File: src/hw/rtl/iprt_pkg.sv
`default_nettype none
package iprt_pkg;
    localparam int AW = 64;
    localparam int IFW = 8;

    typedef enum logic [1:0] {
        ACT_ADD    = 2'd0,
        ACT_DEL    = 2'd1,
        ACT_DELIF  = 2'd2,
        ACT_LOOKUP = 2'd3
    } action_t;

    typedef enum logic [1:0] {
        ST_OK      = 2'd0,
        ST_FULL    = 2'd1,
        ST_DUPMISS = 2'd2,
        ST_NOROUTE = 2'd3
    } status_t;

    typedef struct packed {
        logic [AW-1:0]  pfx_hi;
        logic [AW-1:0]  pfx_lo;
        logic [AW-1:0]  msk_hi;
        logic [AW-1:0]  msk_lo;
        logic [AW-1:0]  gw_hi;
        logic [AW-1:0]  gw_lo;
        logic [IFW-1:0] ifc;
    } route_t;

    // Command broadcast to every cell in the chain.
    typedef struct packed {
        action_t        act;
        logic [AW-1:0]  a_hi;
        logic [AW-1:0]  a_lo;
        logic [AW-1:0]  m_hi;
        logic [AW-1:0]  m_lo;
        logic           mgiven;
        logic [AW-1:0]  g_hi;
        logic [AW-1:0]  g_lo;
        logic [IFW-1:0] ifc;
    } cmd_t;

    // Per-cell match flags captured in the compare cycle.
    typedef struct packed {
        logic valid;
        logic dup;
        logic del_hit;
        logic if_hit;
        logic lk_hit;
        logic ins_here;
    } cell_flags_t;

    // Per-cell shift/write controls for the update cycle.
    typedef enum logic [2:0] {
        OP_HOLD  = 3'b001,
        OP_LEFT  = 3'b010,
        OP_RIGHT = 3'b100
    } cell_op_t;

    typedef struct packed {
        cell_op_t src;
        logic     load_new;
        logic     set_valid;
    } cell_ctl_t;
endpackage
`default_nettype wire

File: src/hw/rtl/iprt_cell.sv
`default_nettype none
module iprt_cell (
    input  wire logic                  clk,
    input  wire logic                  rst_n,
    input  iprt_pkg::cmd_t             cmd,
    input  wire logic                  capture,
    input  iprt_pkg::cell_ctl_t        ctl,
    input  iprt_pkg::route_t           left_route,
    input  wire logic                  left_valid,
    input  iprt_pkg::route_t           right_route,
    input  wire logic                  right_valid,
    output iprt_pkg::route_t           route,
    output wire logic                  valid,
    output iprt_pkg::cell_flags_t      flags
);
    import iprt_pkg::*;

    route_t      route_reg;
    logic        valid_reg;
    cell_flags_t flags_reg, flags_next;
    logic        gw_or_if;
    logic        pfx_eq, msk_eq;

    assign route = route_reg;
    assign valid = valid_reg;
    assign flags = flags_reg;

    always_comb
    begin
        pfx_eq   = route_reg.pfx_hi == cmd.a_hi && route_reg.pfx_lo == cmd.a_lo;
        msk_eq   = route_reg.msk_hi == cmd.m_hi && route_reg.msk_lo == cmd.m_lo;
        gw_or_if = (route_reg.gw_hi == cmd.g_hi && route_reg.gw_lo == cmd.g_lo)
                   || route_reg.ifc == cmd.ifc;
        flags_next.valid    = valid_reg;
        flags_next.dup      = valid_reg && pfx_eq && msk_eq && gw_or_if;
        flags_next.del_hit  = valid_reg && pfx_eq && (!cmd.mgiven || msk_eq) && gw_or_if;
        flags_next.if_hit   = valid_reg && route_reg.ifc == cmd.ifc;
        flags_next.lk_hit   = valid_reg
            && ((cmd.a_hi ^ route_reg.pfx_hi) & route_reg.msk_hi) == '0
            && ((cmd.a_lo ^ route_reg.pfx_lo) & route_reg.msk_lo) == '0;
        flags_next.ins_here = valid_reg
            && ((cmd.m_hi & ~route_reg.msk_hi) | (cmd.m_lo & ~route_reg.msk_lo)) != '0;
    end

    always_ff @(posedge clk or negedge rst_n)
    begin
        if (!rst_n)
        begin
            valid_reg <= 1'b0;
            flags_reg <= '0;
        end
        else
        begin
            if (capture)
                flags_reg <= flags_next;
            if (ctl.load_new)
                valid_reg <= 1'b1;
            else if (ctl.src == OP_LEFT)
                valid_reg <= left_valid;
            else if (ctl.src == OP_RIGHT)
                valid_reg <= right_valid;
            else if (!ctl.set_valid)
                valid_reg <= 1'b0;
        end
    end

    always_ff @(posedge clk)
    begin
        if (ctl.load_new)
        begin
            route_reg.pfx_hi <= cmd.a_hi & cmd.m_hi;
            route_reg.pfx_lo <= cmd.a_lo & cmd.m_lo;
            route_reg.msk_hi <= cmd.m_hi;
            route_reg.msk_lo <= cmd.m_lo;
            route_reg.gw_hi  <= cmd.g_hi;
            route_reg.gw_lo  <= cmd.g_lo;
            route_reg.ifc    <= cmd.ifc;
        end
        else if (ctl.src == OP_LEFT)
            route_reg <= left_route;
        else if (ctl.src == OP_RIGHT)
            route_reg <= right_route;
    end
endmodule
`default_nettype wire

File: config.mk
export PLATFORM = sky130hd
export DESIGN_NAME = iprt_cell
export DESIGN_NICKNAME = d
export VERILOG_FILES = /design/src/hw/rtl/iprt_pkg.sv /design/src/hw/rtl/iprt_cell.sv
export SDC_FILE = /design/constraint.sdc
export NUM_CORES = 1
export LEC_CHECK = 0
export BUFFER_PORTS_ARGS = -buffer_cell sky130_fd_sc_hd__clkbuf_2
export CAP_MARGIN = 20
export CORE_AREA = 2 2 612 614
export DETAILED_ROUTE_END_ITERATION = 8
export DIE_AREA = 0 0 614 616
export PLACE_DENSITY = 0.3
export SLEW_MARGIN = 15
export SYNTH_ARGS = -nofsm -noshare
export SYNTH_HDL_FRONTEND = slang
export SYNTH_SLANG_ARGS = --single-unit
File: constraint.sdc
create_clock -name clk -period 1.4 [get_ports clk]
set_input_delay 0.35 -clock clk [delete_from_list [all_inputs] [get_ports clk]]
set_output_delay 0.35 -clock clk [all_outputs]
set_load 0.005 [all_outputs]
## Word level (Yosys, flattened, before mapping)

Index checks and enable logic that the tools add are counted.
Widths: inputs -> output; s select.

- Memories kept: 0
- Bits in registers: 399
- ROM bits: 0
- Latch bits: 0
- Output and inout bits: 399
- Logic and storage cells: 61
- Memory bits (writable): 0
- Bits of input ports: 1,189

- Multiplexer cells: 7
- Multiply operators: 0
- Div/mod/pow operators: 0
- Order comparisons: 0
- $add $sub $neg: 0
- Shift-type cells: 0
- Eq/ne operators: 10
- Bitwise gates (word level): 11
- Reductions and logical operators: 19

Operators with widths:

| operator | count |
|---|---|
| $mux 392 | 3 |
| $and 64x64->64 | 6 |
| $eq 64x64->1 | 6 |
| $logic_not 64->1 | 2 |
| $not 64->64 | 2 |
| $xor 64x64->64 | 2 |
| $or 64x64->64 | 1 |
| $reduce_bool 64->1 | 1 |
| $logic_and 1x1->1 | 12 |
| $eq 8x8->1 | 1 |
| $mux 1 | 4 |
| $ne 4x1->1 const B | 1 |
| $eq 3x2->1 const B | 1 |
| $eq 3x3->1 const B | 1 |
| $reduce_bool 3->1 | 1 |
| $logic_or 1x1->1 | 2 |
| $logic_not 1->1 | 1 |

## Longest topological paths before layout

Gate-level depths: netlist of run 1.

- Word-level depth: 5
- Mapped depth: 8
- Depth with buffers taken out: 8

## Worst setup path before layout of run 1

No wires, ideal clock.

- Path type: input to register
- Start: in ctl[3] in the netlist's numbering
- End: reg valid_reg, in the netlist valid
- Required time: 1,275 ps
- Data arrival time: 20,419 ps
- Cell stages on the path: 4
- Setup slack: -19,144 ps
- Setup time: 125 ps
- Buffers on the path: 0
- Cell sequence: xnor2_1 -> o21bai_1 -> or2_2 -> mux2_2

- Word-level cells in the longest chain between the ends: 4
- Elaborated cells on any way between the ends: 6
- Those cells by class: eq/ne: 3; mux: 3

RTL lines:

| item | line | RTL |
|---|---|---|
| start, declared | iprt_cell.sv:7 | `input iprt_pkg::cell_ctl_t ctl,` |
| $eq 3x3->1 | iprt_cell.sv:60 | `else if (ctl.src == OP_RIGHT)` |
| $mux 1 | iprt_cell.sv:60 |  |
| $mux 1 | iprt_cell.sv:58 | `else if (ctl.src == OP_LEFT)` |
| $mux 1 | iprt_cell.sv:56 | `if (ctl.load_new)` |
| end signal, assigned | iprt_cell.sv:59 | `valid_reg <= left_valid;` |
| end signal, assigned | iprt_cell.sv:61 | `valid_reg <= right_valid;` |
| end, declared | iprt_cell.sv:19 | `logic valid_reg;` |

Several ways; a longest one is shown, not always the timed one.
A chain may end at the register's enable or synchronous reset.

## Final worst setup path of run 1

- Start: reg route_reg (netlist bit route[206])
- End: reg flags_reg (netlist bit flags[3])

- Word-level cells in the longest chain between the ends: 5

RTL lines:

| item | line | RTL |
|---|---|---|
| start, declared | iprt_cell.sv:18 | `route_t route_reg;` |
| start signal, assigned | iprt_cell.sv:80 | `route_reg <= left_route;` |
| start signal, assigned | iprt_cell.sv:82 | `route_reg <= right_route;` |
| $eq 64x64->1 | iprt_cell.sv:31 | `msk_eq = route_reg.msk_hi == cmd.m_hi && route_reg.msk_lo == cmd.m_lo;` |
| $logic_and 1x1->1 | iprt_cell.sv:31 |  |
| $logic_or 1x1->1 | iprt_cell.sv:36 | `flags_next.del_hit = valid_reg && pfx_eq && (!cmd.mgiven \|\| msk_eq) && gw_or_if;` |
| $logic_and 1x1->1 (2 in series) | iprt_cell.sv:36 |  |
| end signal, assigned | iprt_cell.sv:55 | `flags_reg <= flags_next;` |
| end, declared | iprt_cell.sv:20 | `cell_flags_t flags_reg, flags_next;` |

No other way between the ends.

==> out/metrics.cfg, run 1 <==
[run_status]
outcome = finished with violations
violations = setup timing

[worst_setup_path]
crit_path_cell_trace = inv_2, ha_4, buf_12, nand4_1, nor4_4, nand4_1, nor2_1, buf_4, o21ai_2, o31ai_2
endpoint_kind = register
crit_slowest_cell = nor4_4
crit_fanout = 2
rrSetupSlack_ns = -1.52
cp.buffers_inverters = 3
crit_start = route[206]$_DFFE_PP_
required_ns = 2.10
rr_startpoint = route[206]$_DFFE_PP_
cpMostUsedCell = nand4_1
setup.worst_path.class = reg -> reg
critPathTopFamily = simple AND/OR/NAND/NOR gates
r2r-end = flags[3]$_DFFE_PN0P_
cp_data_arrival_time_ns = 3.62
critPathLaunchType = register
cp_slowest_stage_delay_ns = 0.52
rr_worst_depth = 10

[finish]
nets = 7298
fillers = 41166
final_cell_mix = clkbuf_2 (1224), dlygate4sd3_1 (745), buf_4 (620)
final_common_cell = clkbuf_2
drive_above_1_share_pct = 53.6
syn2layout_area_growth_pct = 162
largest_reg_flops = 392
fin_area_um2 = 68800

[clock_tree]
cts_tree = done
clk_latency_ns = 0.79
numCtsBuffers = 74
clk_pin_slew_ns = 0.07
cts_max_level = 3
cts_buffer_depth = 4
cts.sinks = 399
cts_root_buf = clkbuf_16

[detailed_routing]
vias = 36201
ant_nets = 0
wl_per_cell_um = 32.8
drt_iter0_markers = 2044
wirelength_um = 361000
drc = 0
drtPass1Iterations = 5
vias_per_cell = 3.28

[placed_design]
port-buffer-count = 1585
dp_slack_ns = -2.35
gp_congestion = 0.952
place_area_um2 = 49300
dp.final_hpwl_um = 319000

[timing]
post-route-period-util_pct = 208
period_needed_ns = 2.92
final_max_slew_viol_count = 0
tightestPinTransition_ns = 1.18
rsz0062_at_grt = yes
setup_viol = 486
hold_viol_final = 0
timing.fmax_mhz = 343
slew_headroom_pct = 21.2
clock_skew_ns = 0.0614
finalWorstSetupSlack_ns = -1.52

[die]
coreArea_um2 = 371000
initial_core_util_pct = 7.08
fp.dieW_um = 614
rows = 224
io-pin-count = 1588
die_h_um = 616
dieArea_um2 = 378000

[global_route]
grt-ovfl-total = 0
grt_pass1_vias = 38211
grt_max_degree = 82
antenna_found_initial = 107
grt_pass1_wl_um = 438000
grtUsageTotal_pct = 18.3

[logic_synthesis]
syn_nets = 3825
synth-seq-cells = 399
synth.avg_cell_area_um2 = 10.5
synth_edf_count = 392
synth_cells = 2508
seq_area_frac_synth_pct = 45.4
synth_flop_cell = edfxtp_1
async_flop_share_pct = 1.75
synth.distinct_cells = 36
yosys_warnings = 0
synth_area_um2 = 26300

[power]
power.leakage_nw = 29.2
ir_drop_mv = 0.698
p_per_area_nw_per_um2 = 962

[min_path]
min_to = route[228]$_DFFE_PP_
hold_path_startpoint = right_route[228]
hold_path_class = in -> reg
min_delay_path_depth = 3

[run]
max_cap_violations = 0

==> per-layer routing <==
metal	global-route usage (%)	part of all wire [%]	vias to the layer above
li1	-	-	16372
met1	19.4	36	17775
met2	34.9	52	1584
met3	4.48	6.9	440
met4	6.32	4.8	30
met5	0	0.059	-
==> how the worst max path moves through the flow <==
stage / endpoint / cells past startpoint
floorplan: valid$_DFFE_PN0P_ / 4
global placement: flags[3]$_DFFE_PN0P_ / 10
detailed placement: flags[3]$_DFFE_PN0P_ / 10
CTS: flags[3]$_DFFE_PN0P_ / 10
global route: flags[4]$_DFFE_PN0P_ / 10
finish: flags[3]$_DFFE_PN0P_ / 10
==> what timing repair did <==
item | CTS | global route
pin swaps | 35 | 17
endpoints found under the hold margin | 332 | 12
buffers inserted | 310 | 263
gates resized for setup | 1232 | 826
setup endpoints to repair | 566 | 704
hold buffers | 728 | 17
gates cloned | 13 | 1
==> stage by stage <==
step / TNS [ns] / power (mW) / hold slack [ns] / cells / util, %
final: -171.86 / 66.2 / 0.0220 / 11029 / 18.5
after global routing: -202.07 / 68.8 / 0.00420 / 11025 / 18.5
after CTS: -222.04 / 66.2 / 0.000490 / 10949 / 17.8
after detailed placement: -553.54 / 40.6 / 0.354 / 10014 / 13.3
after global placement: -553.06 / 40.6 / 0.336 / 10003 / 13.2
after floorplan: -2172.05 / 20.8 / 0.0544 / 2508 / -
==> worst min-delay path: cells and delay by family <==
kind	cells	cell delay, ns
buffers and inverters	1	0.11
AO/OA/AOI/OAI	1	0.14
multiplexers	1	0.08
==> cell usage after synthesis, drive strengths merged (2+ instances only) <==
cell     number  area share (%)
o21ai       394             7.5
a22oi        15            0.43
xor2        252             8.4
a221oi       21            0.70
nand3       131             2.5
inv         133             1.9
edfxtp      392              45
nor2          5           0.071
ha          128             6.1
nand4        69             1.6
nor4        110             2.6
mux2i       392              15
o2111ai       2           0.067
buf          46            0.95
xnor2        13            0.43
o21bai        2           0.057
dfrtp         7            0.67
o31ai         2           0.057
clkbuf       85             1.2
a22o         23            0.77
nor3          2           0.038
nand2       273             3.9
==> logic make-up (layout without fill, tap and decap cells) <==
group / after synthesis / count (layout) / synth area share (%)
buffers and inverters: 264 / 3788 / 4.06
AND/OR/NAND/NOR: 593 / 593 / 10.9
other: 0 / 25 / 0
adder cells (fa/ha/maj): 128 / 128 / 6.09
multiplexers: 393 / 393 / 15.0
AO/OA/AOI/OAI: 466 / 466 / 9.79
XOR/XNOR: 265 / 265 / 8.82
flip-flops: 399 / 399 / 45.4
==> power by group <==
part           internal [mW]  switching, mW  total, mW
combinational           14.9           16.0       30.9
sequential              15.1           1.37       16.5
clock                   11.0           7.85       18.8
total                   41.0           25.2       66.2
==> layout make-up <==
cell class	instances	area [um2]	share of cell area (%)
inverter	133	499	0.725
clock inverter	38	395	0.574
multi-input combinational	1845	16100	23.4
timing repair buffer	3528	31700	46.1
tap	4972	6220	9.04
antenna	25	62.6	0.0909
clock buffer	89	1910	2.77
sequential	399	12000	17.4
Power figures use the tool's default switching activity.
==> run 2, diff against run 1 <==
==> constraint.sdc (replaced) <==
create_clock -name clk -period 1.4 [get_ports clk]
set_input_delay 0.21 -clock clk [delete_from_list [all_inputs] [get_ports clk]]
set_output_delay 0.21 -clock clk [all_outputs]
set_load 0.005 [all_outputs]
==> out/metrics.cfg, run 2 (same netlist as run 1, synthesis figures left out) <==
[timing]
setup_viol = 420  ; -14%
finalWorstSetupSlack_ns = -1.42  ; +0.0918 ns
hold_viol_final = 1  ; +1
period_needed_ns = 2.82  ; -0.0918 ns
final_max_slew_viol_count = 0  ; unchanged
slew_headroom_pct = 36.8  ; +16 points
rsz0062_at_grt = yes
timing.fmax_mhz = 354  ; +3.2%
tightestPinTransition_ns = 0.945  ; -0.234 ns
whs_ns = -0.0206  ; -0.0425 ns
post-route-period-util_pct = 202  ; -6.6 points
clock_skew_ns = 0.0950  ; +0.0336 ns

[detailed_routing]
wirelength_um = 366000  ; +1.4%
drc = 0  ; unchanged
vias = 36820  ; +1.7%
drt_iter0_markers = 2107  ; +3.1%
ant_nets = 0  ; unchanged
wl_per_cell_um = 32.7  ; -0.29%
drtPass1Iterations = 6  ; +1
vias_per_cell = 3.28  ; about the same

[worst_setup_path]
crit_fanout = 2  ; unchanged
setup.worst_path.class = reg -> reg
rr_worst_depth = 9  ; -1
endpoint_kind = register
cp_data_arrival_time_ns = 3.54  ; -0.08 ns
required_ns = 2.12  ; +0.02 ns
critPathLaunchType = register

[placed_design]
dp_slack_ns = -2.05  ; +0.305 ns
post-place-cells = 9973  ; -0.41%
port-buffer-count = 1585  ; unchanged
place_area_um2 = 48800  ; -0.93%
dp.final_hpwl_um = 323000  ; +1.2%
gp_congestion = 0.939  ; -1.4%

[clock_tree]
numCtsBuffers = 75  ; +1.4%
cts_buffer_depth = 4  ; unchanged
clk_latency_ns = 0.81  ; +0.02 ns
cts.sinks = 399  ; unchanged
cts_max_level = 3  ; unchanged
cts_tree = done
clk_pin_slew_ns = 0.06  ; about the same
cts_root_buf = clkbuf_16

[finish]
fillers = 41272  ; +0.26%
final_common_cell = clkbuf_2
nets = 7467  ; +2.3%
syn2layout_area_growth_pct = 161
final_core_util_pct = 18.5  ; -0.041 points
drive_above_1_share_pct = 48.1  ; -5.5 points
final_cells = 11214  ; +1.7%
largest_reg_flops = 392  ; unchanged
fin_area_um2 = 68700  ; -0.22%
final_cell_mix = clkbuf_2 (1246), dlygate4sd3_1 (996), buf_4 (616)

[die]
rows = 224  ; unchanged
dieArea_um2 = 378000  ; unchanged
io-pin-count = 1588  ; unchanged
die_h_um = 616  ; unchanged
coreArea_um2 = 371000  ; unchanged
initial_core_util_pct = 7.08  ; unchanged
fp.dieW_um = 614  ; unchanged

[power]
p_sw_mw = 24.7  ; -2.3%
p_total_mw = 64.8  ; -2.2%
p_per_area_nw_per_um2 = 943  ; -2.0%
seqPwrFrac_pct = 25.4  ; +0.6 points
combPwrFrac_pct = 46.2  ; -0.5 points
ir_drop_mv = 0.699  ; about the same
internal_power_mw = 40.1  ; -2.1%
clockPowerShare_pct = 28.4  ; about the same
power.leakage_nw = 29.2  ; +0.25%
netSwitchingFraction_pct = 38.1  ; about the same

[global_route]
grtUsageTotal_pct = 18.5  ; +0.18 points
grt-ovfl-total = 0  ; unchanged
antenna_found_initial = 135  ; +26%
grt_pass1_wl_um = 443000  ; +1.0%
grt_max_degree = 81  ; -1.2%
grt_pass1_vias = 38954  ; +1.9%

[min_path]
hold_path_class = in -> reg
min_delay_path_depth = 3  ; unchanged

[run_status]
violations = hold timing, setup timing
outcome = finished with violations

[run]
max_cap_violations = 0  ; unchanged

## run 2: routing by layer
layer / vias to the layer above / wire length (um) / global-route usage, %
li1: 16696 / - / -
met5: - / 478 / 0
met2: 1479 / 195000 / 35.7
met4: 74 / 14800 / 5.51
met1: 18122 / 130000 / 19.1
met3: 449 / 26600 / 5.19
## run 2: timing repair
| item | in CTS | in global routing |
|---|---|---|
| cloned | 2 | 7 |
| endpoints found under the hold margin | 378 | 1 |
| setup buffers | 275 | 204 |
| resized for setup | 1018 | 646 |
| hold buffers | 996 | 1 |
| pin swaps | 24 | 15 |
| setup endpoints to repair | 497 | 502 |
## run 2: layout make-up
cell class	instances	area [um2]	share of cell area (%)
clock inverter	35	292	0.424
tap	4972	6220	9.06
inverter	133	499	0.727
sequential	399	12000	17.4
timing repair buffer	3696	33000	48.0
clock buffer	90	1950	2.85
multi-input combinational	1845	14700	21.4
antenna	44	110	0.160
## run 2: critical path, cell delays in order (launching register included)
cell and delay [ns]:
edfxtp_1 0.36, inv_2 0.05, ha_4 0.36, nand4_1 0.43
nor4_4 0.64, nand4_1 0.23, nor2_1 0.18, buf_4 0.15
nand2_2 0.05, o31ai_2 0.24
## run 2: worst paths after layout
path / from / to / slack (ns)
worst max-delay path: route[206]$_DFFE_PP_ / flags[4]$_DFFE_PN0P_ / -1.42
worst min-delay path: right_route[278] / route[278]$_DFFE_PP_ / -0.02
worst max register to register: route[206]$_DFFE_PP_ / flags[4]$_DFFE_PN0P_ / -1.42
worst min register to register: flags[5]$_DFFE_PN0P_ / flags[5]$_DFFE_PN0P_ / 0.53
max in group asynchronous: rst_n / flags[2]$_DFFE_PN0P_ / 0.93
min in group asynchronous: rst_n / valid$_DFFE_PN0P_ / 0.12
## run 2: stage by stage
step                hold WS [ns]  TNS [ns]
finish                   -0.0206   -116.39
global route            0.000258   -143.10
CTS                    0.0000451   -158.69
detailed placement         0.215   -437.95
global placement           0.215   -432.66
floorplan                -0.0856  -2078.89
## run 2: power groups by stage
stage | Sequential, mW | Clock, mW | Combinational, mW
after floorplan | 16.6 | 0 | 3.97
after global placement | 16.6 | 0 | 23.1
after detailed placement | 16.7 | 0 | 23.0
after CTS | 16.4 | 19.2 | 29.5
after global routing | 16.6 | 19.4 | 31.3
final | 16.4 | 18.4 | 29.9
